[src/rtl/core/depth_to_point_cloud_defines.svh]
// Assertion macros shared by the depth-to-point-cloud RTL.
// Both macros sample on clk_i; the first is gated by rst_ni, the second
// also holds through reset.
`ifndef DEPTH_TO_POINT_CLOUD_DEFINES_SVH
`define DEPTH_TO_POINT_CLOUD_DEFINES_SVH

`ifndef SYNTHESIS

`define DPC_ASSERT(lbl, prop) \
  lbl: assert property (@(posedge clk_i) disable iff (!rst_ni) (prop)) \
    else $error("%m: check failed");

`define DPC_ASSERT_ALWAYS(lbl, prop) \
  lbl: assert property (@(posedge clk_i) (prop)) \
    else $error("%m: check failed");

`else

`define DPC_ASSERT(lbl, prop)

`define DPC_ASSERT_ALWAYS(lbl, prop)

`endif

`endif

[src/rtl/core/dpc_pkg.sv]
`timescale 1ns / 1ps
`default_nettype none

package dpc_pkg;

  // Frame geometry limits
  localparam int MAX_WIDTH  = 4096;
  localparam int MAX_HEIGHT = 4096;
  localparam int CNT_W      = 12;
  localparam int DIM_W      = 13;

  // Configuration register indexes
  localparam int CFG_IDX_W = 3;
  localparam int CFG_DATA_W = 24;
  localparam logic [CFG_IDX_W-1:0] CFG_INV_FX   = 3'd0;
  localparam logic [CFG_IDX_W-1:0] CFG_INV_FY   = 3'd1;
  localparam logic [CFG_IDX_W-1:0] CFG_CENTER_X = 3'd2;
  localparam logic [CFG_IDX_W-1:0] CFG_CENTER_Y = 3'd3;
  localparam logic [CFG_IDX_W-1:0] CFG_DLIMIT   = 3'd4;
  localparam logic [CFG_IDX_W-1:0] CFG_WIDTH    = 3'd5;
  localparam logic [CFG_IDX_W-1:0] CFG_HEIGHT   = 3'd6;

  // Depth marker for a missing measurement
  localparam logic [15:0] NO_DEPTH = 16'hFFFF;

  // Divide by 1000: shift right by 3, then divide by 125 with a multiply.
  // (n * RECIP_125) >> RECIP_SH equals n / 125 for every n below 2^32.
  localparam int          RECIP_SH  = 38;
  localparam logic [31:0] RECIP_125 = 32'd2199023256;

  // Coordinate product and rounding: x = round(prod / 4096000)
  localparam int PROD_W = 56;
  localparam int TQ_W   = 45;
  localparam logic [PROD_W:0]  XY_HALF    = 57'd2048000;
  localparam logic [TQ_W-1:0]  XY_DIV_MAX = 45'd16777216000;
  localparam logic [31:0]      Z_HALF     = 32'd500;

  // Controller to datapath
  typedef struct packed {
    logic accept;
    logic mul1;
    logic mul2;
    logic load_div;
    logic div_mul;
    logic load_out;
  } dpc_cmd_t;

  // Datapath to controller
  typedef struct packed {
    logic keep;
    logic out_free;
  } dpc_status_t;

endpackage

`default_nettype wire

[src/rtl/core/dpc_ctrl.sv]
`timescale 1ns / 1ps
`default_nettype none

`include "depth_to_point_cloud_defines.svh"

module dpc_ctrl (
  input  wire logic                 clk_i,
  input  wire logic                 rst_ni,
  input  wire logic                 in_valid_i,
  output logic                      in_ready_o,
  input  wire dpc_pkg::dpc_status_t stat_i,
  output dpc_pkg::dpc_cmd_t         cmd_o
);
  import dpc_pkg::*;

  localparam logic [2:0] S_IDLE = 3'd0;
  localparam logic [2:0] S_MUL1 = 3'd1;
  localparam logic [2:0] S_MUL2 = 3'd2;
  localparam logic [2:0] S_LOAD = 3'd3;
  localparam logic [2:0] S_DIV  = 3'd4;
  localparam logic [2:0] S_DONE = 3'd5;

  logic [2:0] state_q, state_d;

  assign in_ready_o = (state_q == S_IDLE);

  // Sequencing and commands
  always_comb begin
    state_d = state_q;
    cmd_o   = '0;
    cmd_o.accept = in_valid_i && in_ready_o;
    case (state_q)
      S_IDLE: begin
        if (cmd_o.accept && stat_i.keep) state_d = S_MUL1;
      end
      S_MUL1: begin
        cmd_o.mul1 = 1'b1;
        state_d    = S_MUL2;
      end
      S_MUL2: begin
        cmd_o.mul2 = 1'b1;
        state_d    = S_LOAD;
      end
      S_LOAD: begin
        cmd_o.load_div = 1'b1;
        state_d        = S_DIV;
      end
      S_DIV: begin
        cmd_o.div_mul = 1'b1;
        state_d       = S_DONE;
      end
      S_DONE: begin
        if (stat_i.out_free) begin
          cmd_o.load_out = 1'b1;
          state_d        = S_IDLE;
        end
      end
      default: state_d = S_IDLE;
    endcase
  end

  always_ff @(posedge clk_i or negedge rst_ni) begin
    if (!rst_ni) begin
      state_q <= S_IDLE;
    end else begin
      state_q <= state_d;
    end
  end

  // A kept pixel starts the multiply chain next cycle
  `DPC_ASSERT(a_keep_starts, (cmd_o.accept && stat_i.keep) |=> (state_q == S_MUL1))
  // A result is never loaded over one still waiting
  `DPC_ASSERT(a_load_free, cmd_o.load_out |-> stat_i.out_free)
  // The rounding load is followed by the divide
  `DPC_ASSERT(a_load_div, (state_q == S_LOAD) |=> (state_q == S_DIV))
  // The divide is followed directly by the state that forms the result
  `DPC_ASSERT(a_div_done, (state_q == S_DIV) |=> (state_q == S_DONE))
  // Only one command of the datapath pipeline at a time
  `DPC_ASSERT_ALWAYS(a_cmd_onehot,
    $onehot0({cmd_o.mul1, cmd_o.mul2, cmd_o.load_div, cmd_o.div_mul, cmd_o.load_out}))

endmodule

`default_nettype wire

[config.mk]
export PLATFORM = sky130hd
export DESIGN_NAME = dpc_ctrl
export DESIGN_NICKNAME = d
export VERILOG_FILES = /design/src/rtl/core/dpc_pkg.sv /design/src/rtl/core/dpc_ctrl.sv
export VERILOG_INCLUDE_DIRS = /design/src /design/src/rtl/core
export SDC_FILE = /design/constraint.sdc
export NUM_CORES = 1
export LEC_CHECK = 0
export BUFFER_PORTS_ARGS = -buffer_cell sky130_fd_sc_hd__buf_2
export CAP_MARGIN = 40
export CORE_AREA = 3 3 40 42
export DETAILED_ROUTE_END_ITERATION = 6
export DIE_AREA = 0 0 43 45
export GPL_TIMING_DRIVEN = 0
export PLACE_DENSITY = 0.47
export SYNTH_ARGS = -nofsm -noshare
export SYNTH_HDL_FRONTEND = slang
export SYNTH_SLANG_ARGS = --single-unit
[constraint.sdc]
create_clock -name clk_i -period 1.6 [get_ports clk_i]
set_input_delay 0.16 -clock clk_i [delete_from_list [all_inputs] [get_ports clk_i]]
set_output_delay 0.16 -clock clk_i [all_outputs]
set_load 0.005 [all_outputs]
## Yosys cells after proc, flatten, opt, wreduce, memory -nomap -nowiden

Cells that the tools add are included.

| operators by class | value |
|---|---|
| equal/unequal tests | 7 |
| mux-type cells | 9 |
| reductions and logical operators | 4 |

Operator list:

| operator | count |
|---|---|
| $pmux 3 s6 | 1 |
| $eq 3x2->1 const B | 2 |
| $eq 3x3->1 const B | 2 |
| $mux 1 | 6 |
| $mux 3 | 2 |
| $eq 3x1->1 const B | 1 |
| $logic_not 3->1 | 1 |
| $logic_and 1x1->1 | 2 |
| $ne 2x1->1 const B | 1 |
| $ne 2x2->1 const B | 1 |
| $reduce_and 2->1 | 1 |

| storage, ports and cells | value |
|---|---|
| bits in registers | 3 |
| input bits | 5 |
| output and inout port bits | 7 |
| logic and storage cells | 21 |

## Depth between registers and ports, before layout

Gate-level depths: netlist (run 1).

| logic depth | value |
|---|---|
| depth in word-level cells | 5 |
| gate-level depth with buffers | 3 |
| mapped depth without buffers | 2 |

## Worst setup path after synthesis (run 1)

OpenSTA, ideal clock, no wires.

| timing | value |
|---|---|
| path type | register to output |
| start point | register state_q[2] |
| end point | output port cmd_o[5] in the netlist's numbering |
| data arrival time | 0.823 ns |
| data required time | 1.440 ns |
| slack | 0.617 ns |
| cell stages (with the launch flop) | 3 |
| path buffers | 0 |
| path through | dfrtp_1 > nor3_2 > and2_1 |

RTL lines:

| item | RTL line | source |
|---|---|---|
| start: declaration | dpc_ctrl.sv:23 | `logic [2:0] state_q, state_d;` |
| start signal: assignment | dpc_ctrl.sv:66 | `state_q <= state_d;` |
| end: declaration | dpc_ctrl.sv:12 | `output dpc_pkg::dpc_cmd_t cmd_o` |

==> qor.yml, run 1 <==
timing:
  tightest_slew_ns: 0.2759
  rsz0062_at_grt: "no"
  slew_violations: 0
  timing.final.crit_share_pct: 84.08
  finalHoldViolations: 0
  finalCriticalPeriod_ns: 1.345
  setup_viol: 0
  skew_ns: 0.0004075
  tns_ns: 0
  fmax_mhz: 743.3
  maxSlewHeadroom_pct: 81.61
placement:
  dpl.hpwl_um: 350
  place.gp.congestion: 0.7057
  io_buffers: 11
cells_and_area:
  most-common-layout-cells: "buf_2 (11), nor2_1 (4), clkbuf_4 (3), dfrtp_1 (3)"
  nets: 43
  antenna_cells: 0
  utilization_pct: 24.15
  regMostFlops: "state_q"
  n_fill_cell: 140
  syn2layout_area_growth_pct: 55.00
  final_layout_size_suffix_gt1_share_pct: 54.05
  largest_register_ffs: 3
  top_regs: "state_q (3)"
  final_common_cell: "buf_2"
floorplanning:
  placementRows: 13
  die_w_um: 43
  start_util_pct: 15.58
  die_y_um: 45
  ios: 12
  dieArea_sq_um: 1935
  coreArea_sq_um: 1285
power:
  combPwrFrac_pct: 50.1
  leakagePower_nw: 0.1589
  power.share.sequential_pct: 27.2
  peakVddDrop_v: 0.0004785
  power_frac_clock_pct: 22.6
  internal_power_w: 0.0003580
  power.switching_w: 0.0002139
  switching_share_pct: 37.41
  power.density_nw_per_um2: 1843
  power_w: 0.0005719
drt:
  wl_per_cell_um: 8.500
  ant_nets: 0
  drc_errors: 0
  drt-pass1-iter-count: 2
  avgViaCountPerCell: 3.673
  drtIter0Drc: 3
  num_vias: 191
  wl_um: 442
grt:
  antenna_found_initial: 0
  grt_overflow: 0
  grt_pass1_vias: 201
  grt_max_degree: 8
  grt_util_met1_pct: 6.796
  top_usage_layer: "met2"
  grt_pass1_wl_um: 786
  grtUsageMet3_pct: 2.390
  met2_usage_pct: 7.784
  track_usage_pct: 6.010
worst_setup_path:
  worstReg2RegEnd: "state_q[0]$_DFFE_PN0P_"
  cp_max_fo: 7
  reg2reg_slack_ns: 0.66
  worstSetupEndpointType: "output port"
  rr_worst_depth: 3
  r2r-start: "state_q[1]$_DFFE_PN0P_"
  cp.arrival_ns: 1.19
  critPathLaunch: "state_q[2]$_DFFE_PN0P_"
  endpoint: "cmd_o[3]"
  crit_type: "reg2out"
  cp-start-kind: "flip-flop"
  worstPathRequired_ns: 1.44
clocking:
  numCtsBuffers: 3
  cts_sinks: 3
  ctsHtreeMaxLevel: 1
  clk_latency_ns: 0.23
  clk_pin_slew_ns: 0.04
  cts_tree: "built"
  root_buffer: "clkbuf_4"
  clockBufferDepth: 2
synthesis:
  yosysTopAreaCell: "dfrtp_1"
  ys_warn_count: 0
  ys_seq_elements: 3
  synth_cell_types: 16
  synth_fp_nets: 26
  netlist.area_leader.share_pct: 37.50
  synthCells: 21
  ys_seq_area_share_pct: 37.50
  avgSynthCellArea_sq_um: 9.533
  synth.area.top_cells: "dfrtp_1 (38%), nor2_1 (7.5%), nand2b_4 (6.9%)"
  syn-cell-area_sq_um: 200.2
status:
  status: "finished clean"
hold_path:
  hold_path.class: "in2reg"
run:
  drv_cap: 0
==> synthesized netlist by cell type <==
cell	n
nor2_1	4
dfrtp_1	3
a21oi_1	1
and2_1	1
and2_2	1
clkbuf_2	1
inv_1	1
nand2_1	1
nand2b_4	1
nor2b_4	1
nor3_2	1
nor3b_1	1
o22ai_1	1
o22ai_2	1
or2_1	1
xnor2_1	1
==> cells by family after synthesis <==
group | synth area share, %
xor gates and xnor gates | 4.376
DFF | 37.50
buffers and inverters | 4.371
and+or+nand+nor | 41.87
AOI/OAI and AO/OA | 11.87
==> per-layer routing <==
layer,wire length [um],up-vias,part of all wire [%]
li1,-,101,-
met1,217,76,49
met2,157,12,36
met3,63,2,14
met4,4,0,0.90
met5,0,-,0
==> cell type report <==
class	instances	area, sq um	share of cell area [%]
Inverter	1	3.754	1.210
Sequential cell	3	75.07	24.19
Clock buffer	4	26.28	8.468
Multi-Input combinational cell	16	116.4	37.50
Buffer	1	5.005	1.613
Tap cell	15	18.77	6.048
Timing Repair Buffer	12	65.06	20.97
==> how the worst min path moves through the flow <==
stage,start,slack [ns],end,depth (start not counted)
after detailed placement,rst_ni,-0.04,state_q[0]$_DFFE_PN0P_,1
after CTS,stat_i[1],0.22,state_q[0]$_DFFE_PN0P_,3
final,stat_i[1],0.23,state_q[0]$_DFFE_PN0P_,3
after global placement,rst_ni,-0.04,state_q[1]$_DFFE_PN0P_,1
after global routing,stat_i[1],0.24,state_q[0]$_DFFE_PN0P_,3
after floorplan,rst_ni,-0.14,state_q[0]$_DFFE_PN0P_,0
==> timing repair <==
item,4_1_cts,5_1_grt
endpoints found under the hold margin,3,0
hold buffers,1,0
setup buffers,0,0
gates resized for setup,0,0
==> critical path, stage by stage (launching register included) <==
cell	delay (ns)
dfrtp_1	0.46
or2_1	0.29
nor2_1	0.09
buf_2	0.11
==> power groups by stage <==
| stage | clock, W | combinational, W | sequential [W] |
|---|---|---|---|
| 2_1_floorplan | 0 | 0.000202 | 0.000147 |
| 6_report | 0.000129 | 0.000287 | 0.000156 |
| 4_1_cts | 0.000138 | 0.000293 | 0.000156 |
| 5_1_grt | 0.000139 | 0.000327 | 0.000164 |
| 3_5_place_dp | 0 | 0.000291 | 0.000157 |
| 3_3_place_gp | 0 | 0.000292 | 0.000159 |
==> stage by stage <==
stage          worst slack [ns]  instances  hold WS, ns  area [sq um]
4_1_cts                  0.2407         52       0.2227         310.3
3_5_place_dp             0.4985         47     -0.04290         274.0
5_1_grt                  0.1767         52       0.2408         310.3
2_1_floorplan            0.6167         21      -0.1356         200.2
3_3_place_gp             0.4897         47     -0.04356         274.0
6_report                 0.2547         52       0.2264         310.3
No activity file was read; power rests on OpenSTA's default activity.
==> inputs of run 2 (changes only) <==
- ABC_AREA: default -> 1
- PLACE_DENSITY: 0.47 -> 0.46
- clock period: 1.6 -> 1.3 ns (I/O delays scaled with it)
==> run 2 against run 1 <==
Against the previous run:
- combinational power grew 10%
- first-iteration DRC count shrank 100%
- die area is the same
- sequential power grew 42%
- clock skew is essentially flat
- critical path depth grew 1
- wire length shrank 1.8%
- clock-buffer cell count is the same
- worst hold slack lost 0.0082 ns
- non-clock buffer count shrank 1
- sequential share of layout area grew 0.61 points
- synthesized cell count grew 33%
- largest cell class unchanged
- largest power group unchanged
==> qor.yml, run 2 <==
worst_setup_path:
  rr_worst_depth: 3
  crit_type: "reg2out"
  worstSetupEndpointType: "output port"
  worstPathRequired_ns: 1.17
  cp-start-kind: "flip-flop"
  cp.arrival_ns: 1.08
  cp_max_fo: 6
synthesis:
  synth_ff_type: "dfrtp_1"
  synthCells: 28
  ys_seq_elements: 3
  yosysTopAreaCell: "dfrtp_1"
  async_reset_ff_share_pct: 100.0
  netlist.area_leader.share_pct: 40.00
  synth_fp_nets: 33
  netlist_top_cells_count: "inv_1 (6), nor2_1 (6), nand2_1 (5), dfrtp_1 (3), nor3_1 (2)"
  synth-edff-count: 0
  syn-cell-area_sq_um: 187.7
  ys_seq_area_share_pct: 40.00
  ys_warn_count: 0
  synth.area.top_cells: "dfrtp_1 (40%), inv_1 (12%), nor2_1 (12%)"
  synth_cell_types: 11
  avgSynthCellArea_sq_um: 6.703
placement:
  place.gp.congestion: 0.6711
  post_dp_cell_area_sq_um: 261.5
  dpl.hpwl_um: 369.8
  dp_slack_ns: 0.2286
  io_buffers: 11
timing:
  slew_violations: 0
  worst_slack_ns: 0.09232
  tns_ns: 0
  tightest_slew_ns: 0.1617
  fmax_mhz: 828.0
  rsz0062_at_grt: "no"
  timing.final.crit_share_pct: 92.90
  setup_viol: 0
  maxSlewHeadroom_pct: 89.22
  skew_ns: 0.0001132
  finalCriticalPeriod_ns: 1.208
  finalHoldViolations: 0
hold_path:
  hold_path.class: "in2reg"
  min_path_cells: 4
grt:
  grt_max_degree: 8
  antenna_found_initial: 0
  grt_overflow: 0
  grt_pass1_wl_um: 779
  track_usage_pct: 5.838
  grt_pass1_vias: 198
cells_and_area:
  antenna_cells: 0
  largest_register_ffs: 3
  n_fill_cell: 146
  regMostFlops: "state_q"
  stdcell_area_sq_um: 312.8
  nets: 50
  final_layout_size_suffix_gt1_share_pct: 47.73
  final_common_cell: "buf_2"
  most-common-layout-cells: "buf_2 (11), inv_1 (6), nand2_1 (5), nor2_1 (5), clkbuf_4 (3)"
  top_regs: "state_q (3)"
  syn2layout_area_growth_pct: 66.67
clocking:
  cts_tree: "built"
  ctsHtreeMaxLevel: 1
  numCtsBuffers: 3
  cts_sinks: 3
  clk_latency_ns: 0.23
  root_buffer: "clkbuf_4"
  clk_pin_slew_ns: 0.04
  clockBufferDepth: 2
drt:
  drt-pass1-iter-count: 1
  ant_nets: 0
  avgViaCountPerCell: 3.729
  drtIter0Drc: 0
  wl_per_cell_um: 7.356
  num_vias: 220
  wl_um: 434
  drc_errors: 0
floorplanning:
  placementRows: 13
  ios: 12
  die_y_um: 45
  start_util_pct: 14.61
  dieArea_sq_um: 1935
  coreArea_sq_um: 1285
  die_w_um: 43
run:
  drv_cap: 0
status:
  status: "finished clean"
power:
  peakVddDrop_v: 0.0005198
  power.density_nw_per_um2: 2245
  leakagePower_nw: 0.1878
## run 2: cell count changes after synthesis, moves of 2 or more
cell / change
inv_1: +5
nand2_1: +4
nor2_1: +2
nor3_1: +2
## run 2: per-stage QoR
| stage | utilization (%) | hold slack [ns] | cells | total power, W |
|---|---|---|---|---|
| detailed placement | 20.35 | -0.07338 | 54 | 0.0005058 |
| CTS | 23.37 | 0.2177 | 59 | 0.0006897 |
| global route | 24.34 | 0.2198 | 59 | 0.0007962 |
| floorplan | - | -0.1656 | 28 | 0.0003860 |
| finish | 24.34 | 0.2183 | 59 | 0.0007022 |
| global placement | 20.35 | -0.07264 | 54 | 0.0005041 |
## run 2: final timing paths
kind,from,endpoint,slack [ns]
setup / recovery,state_q[0]$_DFFE_PN0P_,cmd_o[5],0.09
hold / removal,stat_i[0],state_q[0]$_DFFE_PN0P_,0.22
setup reg to reg,state_q[0]$_DFFE_PN0P_,state_q[1]$_DFFE_PN0P_,0.36
hold reg to reg,state_q[2]$_DFFE_PN0P_,state_q[2]$_DFFE_PN0P_,0.62
max in group asynchronous,rst_ni,state_q[2]$_DFFE_PN0P_,0.96
min in group asynchronous,rst_ni,state_q[1]$_DFFE_PN0P_,0.23
## run 2: cells by family after synthesis
logic type             synth area share (%)
AO/OA/AOI/OAI                         4.668
buffers and inverters                 14.00
flip-flops                            40.00
AND/OR/NAND/NOR                       41.34
## run 2: final cells by class
type                            count  area [sq um]  area share [%]
Multi-Input combinational cell     18         98.84           31.60
Sequential cell                     3         77.57           24.80
Timing Repair Buffer               12         65.06           20.80
Clock buffer                        4         26.28           8.400
Inverter                            7         26.28           8.400
Tap cell                           15         18.77           6.000
## run 2: where the power goes
| part | internal [W] | total [W] | switching (W) | leakage, nW |
|---|---|---|---|---|
| combinational | 0.000154 | 0.000316 | 0.000163 | 0.138 |
| clock | 0.000115 | 0.000164 | 0.0000487 | 0.0150 |
| sequential | 0.000145 | 0.000222 | 0.0000772 | 0.0347 |
| total | 0.000414 | 0.000702 | 0.000288 | 0.188 |
## run 2: what timing repair did
item                                   4_1_cts  5_1_grt
hold buffers                                 1        0
buffers inserted                             0        0
pin swaps                                    0        1
setup endpoints to repair                    1        4
gates resized for setup                      1        4
endpoints found under the hold margin        3        0
## run 2: worst max-delay path, cell delays in order (launching register included)
cell     delay, ns
dfrtp_2       0.45
nor2_4        0.11
nand2_1       0.10
nor2_1        0.08
buf_2         0.11
## run 2: per-layer routing
layer	vias to the layer above	global-route usage, %	share of wire [%]
li1	117	-	-
met1	94	5.811	39
met2	7	7.784	46
met3	2	3.187	12
met4	0	7.229	3.5
met5	-	0	0
==> inputs of run 3 (changes only) <==
- ABC_AREA: 1 -> 0
- PLACE_DENSITY: 0.46 -> 0.47
==> run 3 against run 2 <==
Against the previous run:
- final cell count is 8.5% lower
- sequential cell count stayed put
- clock power hardly changed
- first-iteration DRC count increased by 5
- clock-buffer cell count unchanged
- power rose by 11%
- fmax is 2.5% lower
- global-route usage grew 0.59 points
- cell area is 6.8% higher
- sequential power down 3%
- register-to-register slack better by 0.05 ns
- setup slack got worse by 0.031 ns
==> qor.yml, run 3 (same netlist as run 1, synthesis figures left out) <==
status:
  status: "finished clean"
grt:
  grt_pass1_vias: 207
  track_usage_pct: 6.427
  grt_pass1_wl_um: 841
  grt_util_met1_pct: 7.524
  grt_max_degree: 8
  grtUsageMet3_pct: 2.390
  top_usage_layer: "met2"
  grt_overflow: 0
  met2_usage_pct: 8.383
  antenna_found_initial: 0
cells_and_area:
  utilization_pct: 26.00
  syn2layout_area_growth_pct: 66.87
  instances_no_fill: 54
  regMostFlops: "state_q"
  largest_register_ffs: 3
  final_layout_size_suffix_gt1_share_pct: 66.67
  nets: 45
  most-common-layout-cells: "buf_2 (11), nor2_1 (4), clkbuf_4 (3), buf_4 (3), dfrtp_2 (3)"
  antenna_cells: 0
  final_common_cell: "buf_2"
  top_regs: "state_q (3)"
drt:
  avgViaCountPerCell: 3.685
  wl_um: 490
  ant_nets: 0
  num_vias: 199
  wl_per_cell_um: 9.074
  drt-pass1-iter-count: 2
  drc_errors: 0
  drtIter0Drc: 5
timing:
  setup_viol: 0
  tns_ns: 0
  tightest_slew_ns: 0.1521
  timing.final.crit_share_pct: 95.30
  finalCriticalPeriod_ns: 1.239
  fmax_mhz: 807.2
  skew_ns: 0.0006789
  slew_violations: 0
  rsz0062_at_grt: "no"
  finalHoldViolations: 0
  maxSlewHeadroom_pct: 89.86
  worst_slack_ns: 0.06107
placement:
  place.gp.congestion: 0.7057
  dp_slack_ns: 0.2285
  io_buffers: 11
  dpl.hpwl_um: 350
  place_inst: 47
hold_path:
  hold_path.class: "in2reg"
clocking:
  numCtsBuffers: 3
  ctsHtreeMaxLevel: 1
  cts_sinks: 3
  clk_latency_ns: 0.23
  cts_tree: "built"
  clockBufferDepth: 2
  clk_pin_slew_ns: 0.04
  root_buffer: "clkbuf_4"
worst_setup_path:
  cp_max_fo: 4
  cp-start-kind: "flip-flop"
  crit_type: "reg2out"
  worstPathRequired_ns: 1.17
  cp.arrival_ns: 1.11
  worstSetupEndpointType: "output port"
floorplanning:
  die_w_um: 43
  die_y_um: 45
  placementRows: 13
  dieArea_sq_um: 1935
  start_util_pct: 15.58
  coreArea_sq_um: 1285
  ios: 12
run:
  drv_cap: 0
power:
  power.density_nw_per_um2: 2326
  power_w: 0.0007771
  peakVddDrop_v: 0.0006347
  leakagePower_nw: 0.1671
## run 3: layout make-up
cell class                 instances  area [sq um]
clock buffer                       4         26.28
fill                             142         950.9
inverter                           1         3.754
multi-input combinational         16         118.9
sequential                         3         78.83
tap                               15         18.77
timing repair buffer              15         87.58
## run 3: stage by stage
step	hold slack, ns	cell area (sq um)
final	0.1937	334.1
after global routing	0.2105	334.1
after CTS	0.1927	319.1
after detailed placement	-0.07290	274.0
after global placement	-0.07356	274.0
after floorplan	-0.1656	200.2
## run 3: path summary, 6_finish.rpt
kind / from / end / slack (ns) / cells after the start
min in group asynchronous: rst_ni / state_q[0]$_DFFE_PN0P_ / 0.22 / 2
max in group asynchronous: rst_ni / state_q[1]$_DFFE_PN0P_ / 0.96 / 2
max: state_q[2]$_DFFE_PN0P_ / cmd_o[3] / 0.06 / 3
min: stat_i[1] / state_q[0]$_DFFE_PN0P_ / 0.19 / 3
max reg2reg: state_q[2]$_DFFE_PN0P_ / state_q[0]$_DFFE_PN0P_ / 0.41 / 3
min reg2reg: state_q[2]$_DFFE_PN0P_ / state_q[0]$_DFFE_PN0P_ / 0.62 / 2
## run 3: critical path, stage by stage (launching register included)
cell and delay (ns):
dfrtp_2 0.42, or2_4 0.26, nor2_1 0.08, buf_2 0.11
## run 3: repair_timing
| item | 4_1_cts | 5_1_grt |
|---|---|---|
| endpoints found under the setup margin | 2 | 4 |
| hold buffers | 1 | 0 |
| endpoints found under the hold margin | 3 | 0 |
| gates resized for setup | 1 | 3 |
| buffers inserted | 1 | 2 |
## run 3: where the power goes
group	internal, W	switching, W	leakage, nW
clock network	0.000115	0.0000459	0.0150
logic	0.000241	0.000159	0.118
registers	0.000145	0.0000714	0.0341
total	0.000501	0.000276	0.167
## run 3: layer usage
layer  share of wire (%)  wire (um)
met5                   0          0
met2                  37        183
met4                0.82          4
met3                  13         63
met1                  49        239
